## src/kst_pkg.sv

```systemverilog
// kst_pkg: operation and status codes of the keyed slot table
// no dependencies; used by the channel interfaces and the top level
package kst_pkg;

   typedef logic [1:0] op_type;
   typedef logic [1:0] status_type;

   localparam op_type OP_LOOKUP  = 2'd0;
   localparam op_type OP_INSERT  = 2'd1;
   localparam op_type OP_ERASE   = 2'd2;
   localparam op_type OP_COMPACT = 2'd3;

   localparam status_type ST_OK        = 2'd0;
   localparam status_type ST_NOT_FOUND = 2'd1;
   localparam status_type ST_FULL      = 2'd2;

   localparam int KEY_W  = 32;
   localparam int VAL_W  = 32;
   localparam int ULEN_W = 5;

endpackage

```

## src/kst_req_if.sv

```systemverilog
// kst_req_if: request channel of the keyed slot table (valid/ready plus payload)
// depends on kst_pkg
interface kst_req_if;
   logic                               valid;
   logic                               ready;
   kst_pkg::op_type                    op;
   logic signed [kst_pkg::KEY_W-1:0]   req_key;
   logic        [kst_pkg::VAL_W-1:0]   req_value;

   modport source (output valid, output op, output req_key, output req_value, input ready);
   modport sink   (input valid, input op, input req_key, input req_value, output ready);
endinterface

```

## src/kst_rsp_if.sv

```systemverilog
// kst_rsp_if: response channel of the keyed slot table (valid/ready plus payload)
// depends on kst_pkg
interface kst_rsp_if;
   logic                          valid;
   logic                          ready;
   kst_pkg::status_type           status;
   logic [kst_pkg::VAL_W-1:0]     found_value;
   logic [kst_pkg::ULEN_W-1:0]    used_length;

   modport source (output valid, output status, output found_value, output used_length,
                   input ready);
   modport sink   (input valid, input status, input found_value, input used_length,
                   output ready);
endinterface

```

## src/keyed_slot_table.sv

```systemverilog
// Keyed slot table: ENTRIES slots of {busy, key, value} held in one memory with a
// single registered read port, scanned one slot per cycle in order. A request
// (lookup, insert, erase, compact) is accepted in the idle state, scans its slots
// and then waits in the post state until the output register can take its result.
// Lookup and erase stop at the first busy match and insert at the first free slot
// below the used length. Compact always walks the whole used length. The response
// becomes valid in the same cycle as the next request can be taken. The scan speed
// is set by the one read port of the slot memory; compact writes its moved entries
// through the write port in the same cycles. Only slots below the used length are
// ever read, so reset just clears the used length and no clearing pass is needed.
// One request is worked on at a time; the next one is accepted while the previous
// response still waits in the output register.
// depends on kst_pkg, kst_req_if, kst_rsp_if
module keyed_slot_table #(
   parameter int ENTRIES = 16
) (
   input  logic       clock,
   input  logic       reset,
   kst_req_if.sink    req_bus,
   kst_rsp_if.source  rsp_bus
);

   localparam int AW = (ENTRIES > 1) ? $clog2(ENTRIES) : 1;
   localparam int CW = $clog2(ENTRIES + 1);

   localparam logic [1:0] S_IDLE = 2'd0;
   localparam logic [1:0] S_SCAN = 2'd1;
   localparam logic [1:0] S_POST = 2'd2;

   typedef struct packed {
      logic                          busy;
      logic [kst_pkg::KEY_W-1:0]     key;
      logic [kst_pkg::VAL_W-1:0]     value;
   } entry_type;

   // slot memory
   entry_type         slot_mem [ENTRIES];
   entry_type         rdata_ff;
   logic              mem_re;
   logic [AW-1:0]     mem_raddr;
   logic              mem_we;
   logic [AW-1:0]     mem_waddr;
   entry_type         mem_wdata;

   // control and working registers
   logic [1:0]                  state_ff, state_in;
   kst_pkg::op_type             op_ff, op_in;
   logic [kst_pkg::KEY_W-1:0]   key_ff, key_in;
   logic [kst_pkg::VAL_W-1:0]   val_ff, val_in;
   logic [CW-1:0]               rd_ptr_ff, rd_ptr_in;
   logic                        pend_ff, pend_in;
   logic [AW-1:0]               pend_idx_ff, pend_idx_in;
   logic [CW-1:0]               wr_ptr_ff, wr_ptr_in;
   logic [CW-1:0]               used_len_ff, used_len_in;
   kst_pkg::status_type         res_status_ff, res_status_in;
   logic [kst_pkg::VAL_W-1:0]   res_found_ff, res_found_in;

   // output register
   logic                        rsp_valid_ff, rsp_valid_in;
   kst_pkg::status_type         rsp_status_ff, rsp_status_in;
   logic [kst_pkg::VAL_W-1:0]   rsp_found_ff, rsp_found_in;
   logic [kst_pkg::ULEN_W-1:0]  rsp_len_ff, rsp_len_in;

   logic                        issue;
   logic                        key_hit;
   logic [31:0]                 len_ext;

   assign req_bus.ready       = (state_ff == S_IDLE);
   assign rsp_bus.valid       = rsp_valid_ff;
   assign rsp_bus.status      = rsp_status_ff;
   assign rsp_bus.found_value = rsp_found_ff;
   assign rsp_bus.used_length = rsp_len_ff;

   assign issue     = (state_ff == S_SCAN) && (rd_ptr_ff < used_len_ff);
   assign key_hit   = pend_ff && rdata_ff.busy && (rdata_ff.key == key_ff);
   assign len_ext   = 32'(used_len_ff);
   assign mem_re    = issue;
   assign mem_raddr = rd_ptr_ff[AW-1:0];

   // sequencer
   always_comb begin
      state_in      = state_ff;
      op_in         = op_ff;
      key_in        = key_ff;
      val_in        = val_ff;
      rd_ptr_in     = rd_ptr_ff;
      pend_in       = 1'b0;
      pend_idx_in   = pend_idx_ff;
      wr_ptr_in     = wr_ptr_ff;
      used_len_in   = used_len_ff;
      res_status_in = res_status_ff;
      res_found_in  = res_found_ff;
      mem_we        = 1'b0;
      mem_waddr     = pend_idx_ff;
      mem_wdata     = '{busy: 1'b1, key: key_ff, value: val_ff};

      rsp_valid_in  = rsp_valid_ff && !rsp_bus.ready;
      rsp_status_in = rsp_status_ff;
      rsp_found_in  = rsp_found_ff;
      rsp_len_in    = rsp_len_ff;

      unique case (state_ff)
         S_IDLE: begin
            if (req_bus.valid) begin
               op_in     = req_bus.op;
               key_in    = req_bus.req_key;
               val_in    = req_bus.req_value;
               rd_ptr_in = '0;
               wr_ptr_in = '0;
               state_in  = S_SCAN;
            end
         end
         S_SCAN: begin
            // one slot read issued per cycle, the previous one evaluated
            pend_in     = issue;
            pend_idx_in = rd_ptr_ff[AW-1:0];
            if (issue) begin
               rd_ptr_in = rd_ptr_ff + CW'(1);
            end
            res_status_in = kst_pkg::ST_OK;
            res_found_in  = '0;
            unique case (op_ff)
               kst_pkg::OP_LOOKUP: begin
                  if (key_hit) begin
                     res_found_in = rdata_ff.value;
                     state_in     = S_POST;
                  end else if (!pend_ff && !issue) begin
                     res_status_in = kst_pkg::ST_NOT_FOUND;
                     state_in      = S_POST;
                  end
               end
               kst_pkg::OP_ERASE: begin
                  if (key_hit) begin
                     mem_we         = 1'b1;
                     mem_wdata.busy = 1'b0;
                     state_in       = S_POST;
                  end else if (!pend_ff && !issue) begin
                     res_status_in = kst_pkg::ST_NOT_FOUND;
                     state_in      = S_POST;
                  end
               end
               kst_pkg::OP_INSERT: begin
                  if (pend_ff && !rdata_ff.busy) begin
                     // reuse first free slot below the used length
                     mem_we   = 1'b1;
                     state_in = S_POST;
                  end else if (!pend_ff && !issue) begin
                     if (used_len_ff < CW'(ENTRIES)) begin
                        // append at the end
                        mem_we      = 1'b1;
                        mem_waddr   = used_len_ff[AW-1:0];
                        used_len_in = used_len_ff + CW'(1);
                     end else begin
                        res_status_in = kst_pkg::ST_FULL;
                     end
                     state_in = S_POST;
                  end
               end
               kst_pkg::OP_COMPACT: begin
                  if (pend_ff && rdata_ff.busy) begin
                     // move busy entry down to the next packed position
                     mem_we    = 1'b1;
                     mem_waddr = wr_ptr_ff[AW-1:0];
                     mem_wdata = rdata_ff;
                     wr_ptr_in = wr_ptr_ff + CW'(1);
                  end else if (!pend_ff && !issue) begin
                     used_len_in = wr_ptr_ff;
                     state_in    = S_POST;
                  end
               end
               default: begin
                  state_in = S_POST;
               end
            endcase
            if (state_in == S_POST) begin
               pend_in = 1'b0;
            end
         end
         S_POST: begin
            // hand the result to the output register once it is free
            if (!rsp_valid_ff || rsp_bus.ready) begin
               rsp_valid_in  = 1'b1;
               rsp_status_in = res_status_ff;
               rsp_found_in  = res_found_ff;
               rsp_len_in    = len_ext[kst_pkg::ULEN_W-1:0];
               state_in      = S_IDLE;
            end
         end
         default: begin
            state_in = S_IDLE;
         end
      endcase
   end

   // slot memory ports
   always_ff @(posedge clock) begin
      if (mem_we) begin
         slot_mem[mem_waddr] <= mem_wdata;
      end
      if (mem_re) begin
         rdata_ff <= slot_mem[mem_raddr];
      end
   end

   // control registers
   always_ff @(posedge clock) begin
      if (reset) begin
         state_ff     <= S_IDLE;
         pend_ff      <= 1'b0;
         used_len_ff  <= '0;
         rsp_valid_ff <= 1'b0;
      end else begin
         state_ff     <= state_in;
         pend_ff      <= pend_in;
         used_len_ff  <= used_len_in;
         rsp_valid_ff <= rsp_valid_in;
      end
   end

   // payload registers
   always_ff @(posedge clock) begin
      op_ff         <= op_in;
      key_ff        <= key_in;
      val_ff        <= val_in;
      rd_ptr_ff     <= rd_ptr_in;
      pend_idx_ff   <= pend_idx_in;
      wr_ptr_ff     <= wr_ptr_in;
      res_status_ff <= res_status_in;
      res_found_ff  <= res_found_in;
      rsp_status_ff <= rsp_status_in;
      rsp_found_ff  <= rsp_found_in;
      rsp_len_ff    <= rsp_len_in;
   end

endmodule
```

## src/flat_wrapper.sv

```systemverilog
// flat-port wrapper written by rule: the top's interface ports become plain ports
module keyed_slot_table_flat 
#(
   parameter int ENTRIES = 16
)
  (clock, reset, req_bus_valid, req_bus_op, req_bus_req_key, req_bus_req_value, req_bus_ready, rsp_bus_valid, rsp_bus_status, rsp_bus_found_value, rsp_bus_used_length, rsp_bus_ready);
  kst_req_if req_bus_i ();
  kst_rsp_if rsp_bus_i ();
  input  logic clock;
  input  logic reset;
  input wire logic [$bits(req_bus_i.valid)-1:0] req_bus_valid;
  input wire logic [$bits(req_bus_i.op)-1:0] req_bus_op;
  input wire logic [$bits(req_bus_i.req_key)-1:0] req_bus_req_key;
  input wire logic [$bits(req_bus_i.req_value)-1:0] req_bus_req_value;
  output wire logic [$bits(req_bus_i.ready)-1:0] req_bus_ready;
  output wire logic [$bits(rsp_bus_i.valid)-1:0] rsp_bus_valid;
  output wire logic [$bits(rsp_bus_i.status)-1:0] rsp_bus_status;
  output wire logic [$bits(rsp_bus_i.found_value)-1:0] rsp_bus_found_value;
  output wire logic [$bits(rsp_bus_i.used_length)-1:0] rsp_bus_used_length;
  input wire logic [$bits(rsp_bus_i.ready)-1:0] rsp_bus_ready;
  assign req_bus_i.valid = req_bus_valid;
  assign req_bus_i.op = req_bus_op;
  assign req_bus_i.req_key = req_bus_req_key;
  assign req_bus_i.req_value = req_bus_req_value;
  assign req_bus_ready = req_bus_i.ready;
  assign rsp_bus_valid = rsp_bus_i.valid;
  assign rsp_bus_status = rsp_bus_i.status;
  assign rsp_bus_found_value = rsp_bus_i.found_value;
  assign rsp_bus_used_length = rsp_bus_i.used_length;
  assign rsp_bus_i.ready = rsp_bus_ready;
  keyed_slot_table #(.ENTRIES(ENTRIES)) u_core (.clock(clock), .reset(reset), .req_bus(req_bus_i), .rsp_bus(rsp_bus_i));
endmodule
```

## config.mk

```make
export PLATFORM = sky130hd
export DESIGN_NAME = keyed_slot_table_flat
export DESIGN_NICKNAME = d
export VERILOG_FILES = /design/src/kst_pkg.sv /design/src/kst_req_if.sv /design/src/kst_rsp_if.sv /design/src/keyed_slot_table.sv /design/src/flat_wrapper.sv
export SDC_FILE = /design/constraint.sdc
export NUM_CORES = 1
export LEC_CHECK = 0
export BUFFER_PORTS_ARGS = -buffer_cell sky130_fd_sc_hd__buf_4
export CAP_MARGIN = 20
export CORE_MARGIN = 5
export CORE_UTILIZATION = 62
export DETAILED_ROUTE_END_ITERATION = 10
export GPL_ROUTABILITY_DRIVEN = 1
export PLACE_DENSITY = 0.79
export SYNTH_ARGS = -nofsm -noshare
export SYNTH_HDL_FRONTEND = slang
export SYNTH_SLANG_ARGS = --single-unit
```

## constraint.sdc

```tcl
create_clock -name clock -period 8.7 [get_ports clock]
set_clock_uncertainty 0.05 [all_clocks]
set_input_delay 2.61 -clock clock [delete_from_list [all_inputs] [get_ports clock]]
set_output_delay 2.61 -clock clock [all_outputs]
set_load 0.01 [all_outputs]
```

==> reports/results.ini <==
[detailed_routing]
vias = 22300
wl_um = 111000
drc = 0
routedWlPerCell_um = 33.6
firstDrtPassIters = 7
ant_nets = 0
drtIter0Drc = 2998
viasPerCell = 6.76

[job]
drv_cap = 0

[clock_tree]
cts_buffer_depth = 3
cts_tree = yes
numCtsBuffers = 118
cts_setup_buffers = 0
clock_latency_ps = 700
cts.sinks = 1267
clk_pin_slew_ps = 70
cts_resized = 0
clk_root_buffer_cell = clkbuf_16
ctsHoldBuffers = 0
cts_htree_levels = 3

[die]
die-area_sq_um = 83100
die_w_um = 288
io_pins = 111
core_area_sq_um = 77100
placementRows = 102
die_y_um = 288
start_util = 0.623

[timing]
maxSlewViolCount = 0
setup_violations = 0
timing_hold_violations_final = 0
rsz0062_at_grt = no
slew_headroom = 0.226
tightest_slew_ps = 1160
finalSetupTns_ps = 0
clock.fmax_mhz = 189
fin_crit_sh = 0.609
fin_crit_ps = 5300

[placed_design]
dp_hpwl_um = 53100
io_buffers = 110
gp_congestion = 0.794

[setup_path]
slowest_stage = buf_4
cp_max_fo = 43
cpLargestDelayFamily = buffers and inverters
crit_buf_inv = 2
cp-end-kind = flip-flop
crit_chain = buf_4 -> ha_1 -> a21oi_1 -> o21ai_2 -> a22oi_4 -> nor3_2 -> a311oi_4 -> nand3b_2 -> nor2_4 -> buf_4
reg2reg_to = u_core.slot_mem[10][35]$_DFFE_PP_
crit_type = reg2reg
required_ps = 8950
reg2reg_slack_ps = 3400
cp-start-kind = flip-flop
arrival_ps = 5550
r2r_start = u_core.rd_ptr_ff[2]$_SDFFCE_PN0P_
reg2regPathDepth = 10
cp_common_cell = buf_4
slowest_delay_ps = 830

[logic_synthesis]
ys_warn_count = 0
synth_cells = 1984
synth-seq-cells = 1267
synth_area_sq_um = 48000
ys_seq_area_frac = 0.790
syn_nets = 2061
ys_types = 56
synth_edf_count = 1258
avgSynthCellArea_sq_um = 24.2
synthArstFlopShare = 0
synth_ff_type = edfxtp_1

[power_and_ir_drop]
ir_drop_uv = 197
p_leak_uw = 0.0169
powerDensity_nw_per_um2 = 238
p_total_uw = 12900

[global_routing]
grt_first_pass_wirelength_um = 160000
grt.total_usage = 0.270
grt-ovfl-total = 0
grt_pass1_vias = 23400
antenna_found_initial = 3
grt_max_degree = 75

[layout]
synthToLayoutAreaGrowth_pct = 12.5
final_cell_mix = 1258 x edfxtp_1, 325 x mux4_2, 152 x buf_4
drive_gt1_frac = 0.331
layout.nets = 2247
fillers = 4265
layout_commonest_cell = edfxtp_1

[worst_hold_path]
hp-class = reg2reg
min-delay-start = u_core.res_found_ff[9]$_SDFFCE_PN0P_
holdPathEnd = u_core.rsp_bus.found_value[9]$_DFFE_PP_
min_path_cells = 0

[status]
outcome = finished clean

==> stage by stage <==
step                      cells   util  hold WS [ps]  setup slack [ps]  cell area (sq um)
after floorplan            1984      -           350              1870              48000
after global placement     3087  0.651           351              3340              50200
after detailed placement   3088  0.651           355              3390              50200
after CTS                  3303  0.700           368              3330              54000
after global routing       3305  0.701           373              3140              54000
final                      3306  0.701           368              3400              54000
==> registers in the layout, indices dropped and copies added (netlist names), 2 cells and up <==
register and flops:
u_core.wr_ptr_ff 5, u_core.rsp_bus.used_length 5, u_core.pend_idx_ff 4, u_core.state_ff 2, u_core.res_status_ff 2, u_core.res_found_ff 32
u_core.rsp_bus.status 2, u_core.slot_mem 1040, u_core.val_ff 32, u_core.op_ff 2, u_core.used_len_ff 5, u_core.rdata_ff 65
u_core.rd_ptr_ff 5, u_core.key_ff 32, u_core.rsp_bus.found_value 32
==> layer usage <==
| layer | track usage | vias to the layer above | routed length (um) |
|---|---|---|---|
| met5 | 0 | - | 27 |
| met4 | 0.0939 | 4 | 4080 |
| met3 | 0.0566 | 259 | 10200 |
| met2 | 0.450 | 1504 | 56700 |
| met1 | 0.366 | 11800 | 40200 |
| li1 | - | 8798 | - |
==> kinds of logic after synthesis <==
kind of cell / after synthesis / share of synthesized area
and+or+nand+nor: 146 / 0.0168
AOI/OAI and AO/OA: 35 / 0.00576
muxes: 392 / 0.168
adders and majority gates: 7 / 0.00182
buffers and inverters: 98 / 0.0102
DFF: 1267 / 0.790
xor gates and xnor gates: 39 / 0.00711
==> cell usage after synthesis (8+ instances only) <==
cell type  number  area (sq um)
edfxtp_1     1258         37800
mux4_2        325          7320
mux2_2         64           721
and2_1         37           231
clkbuf_1       36           135
nor2_1         34           128
buf_2          31           155
xnor2_1        31           272
nand2_1        25          93.8
buf_1          11          41.3
buf_6          10           113
nand3_1        10          50.1
dfxtp_1         9           180
a21oi_1         8          40.0
xor2_1          8          70.1
==> worst max-delay path by stage <==
| stage | end | slack (ps) | cells past startpoint | start |
|---|---|---|---|---|
| after floorplan | u_core.slot_mem[5][0]$_DFFE_PP_ | 1870 | 9 | u_core.used_len_ff[4]$_SDFFE_PP0P_ |
| after global placement | u_core.slot_mem[4][30]$_DFFE_PP_ | 3340 | 10 | u_core.rd_ptr_ff[2]$_SDFFCE_PN0P_ |
| after detailed placement | u_core.slot_mem[10][29]$_DFFE_PP_ | 3390 | 10 | u_core.rd_ptr_ff[2]$_SDFFCE_PN0P_ |
| after CTS | u_core.slot_mem[10][35]$_DFFE_PP_ | 3330 | 10 | u_core.rd_ptr_ff[2]$_SDFFCE_PN0P_ |
| after global routing | u_core.slot_mem[10][5]$_DFFE_PP_ | 3140 | 10 | u_core.rd_ptr_ff[2]$_SDFFCE_PN0P_ |
| final | u_core.slot_mem[10][35]$_DFFE_PP_ | 3400 | 10 | u_core.rd_ptr_ff[2]$_SDFFCE_PN0P_ |
==> worst reg2reg max path: stages (launching register included) <==
cell      delay [ps]
edfxtp_1         330
buf_4            730
ha_1             410
a21oi_1          180
o21ai_2          110
a22oi_4          320
nor3_2           130
a311oi_4         670
nand3b_2         300
nor2_4           820
buf_4            830
==> final cells by class <==
cell class	instances	area, sq um	share of cell area
Multi-Input combinational cell	619	9720	0.180
Timing Repair Buffer	155	1220	0.0225
Clock buffer	139	3030	0.0561
Sequential cell	1267	38000	0.702
Inverter	9	41.3	0.000764
Clock inverter	76	768	0.0142
Antenna cell	1	2.50	0.0000463
Tap cell	1040	1300	0.0241
==> power by group <==
group          internal (uW)  switching [uW]  total [uW]  leakage, uW
logic                    382             456         838      0.00352
clock network           2900            2250        5150      0.00186
registers               6830            44.5        6870       0.0115
total                  10100            2750       12900       0.0169
No activity file was read; power rests on OpenSTA's default activity.
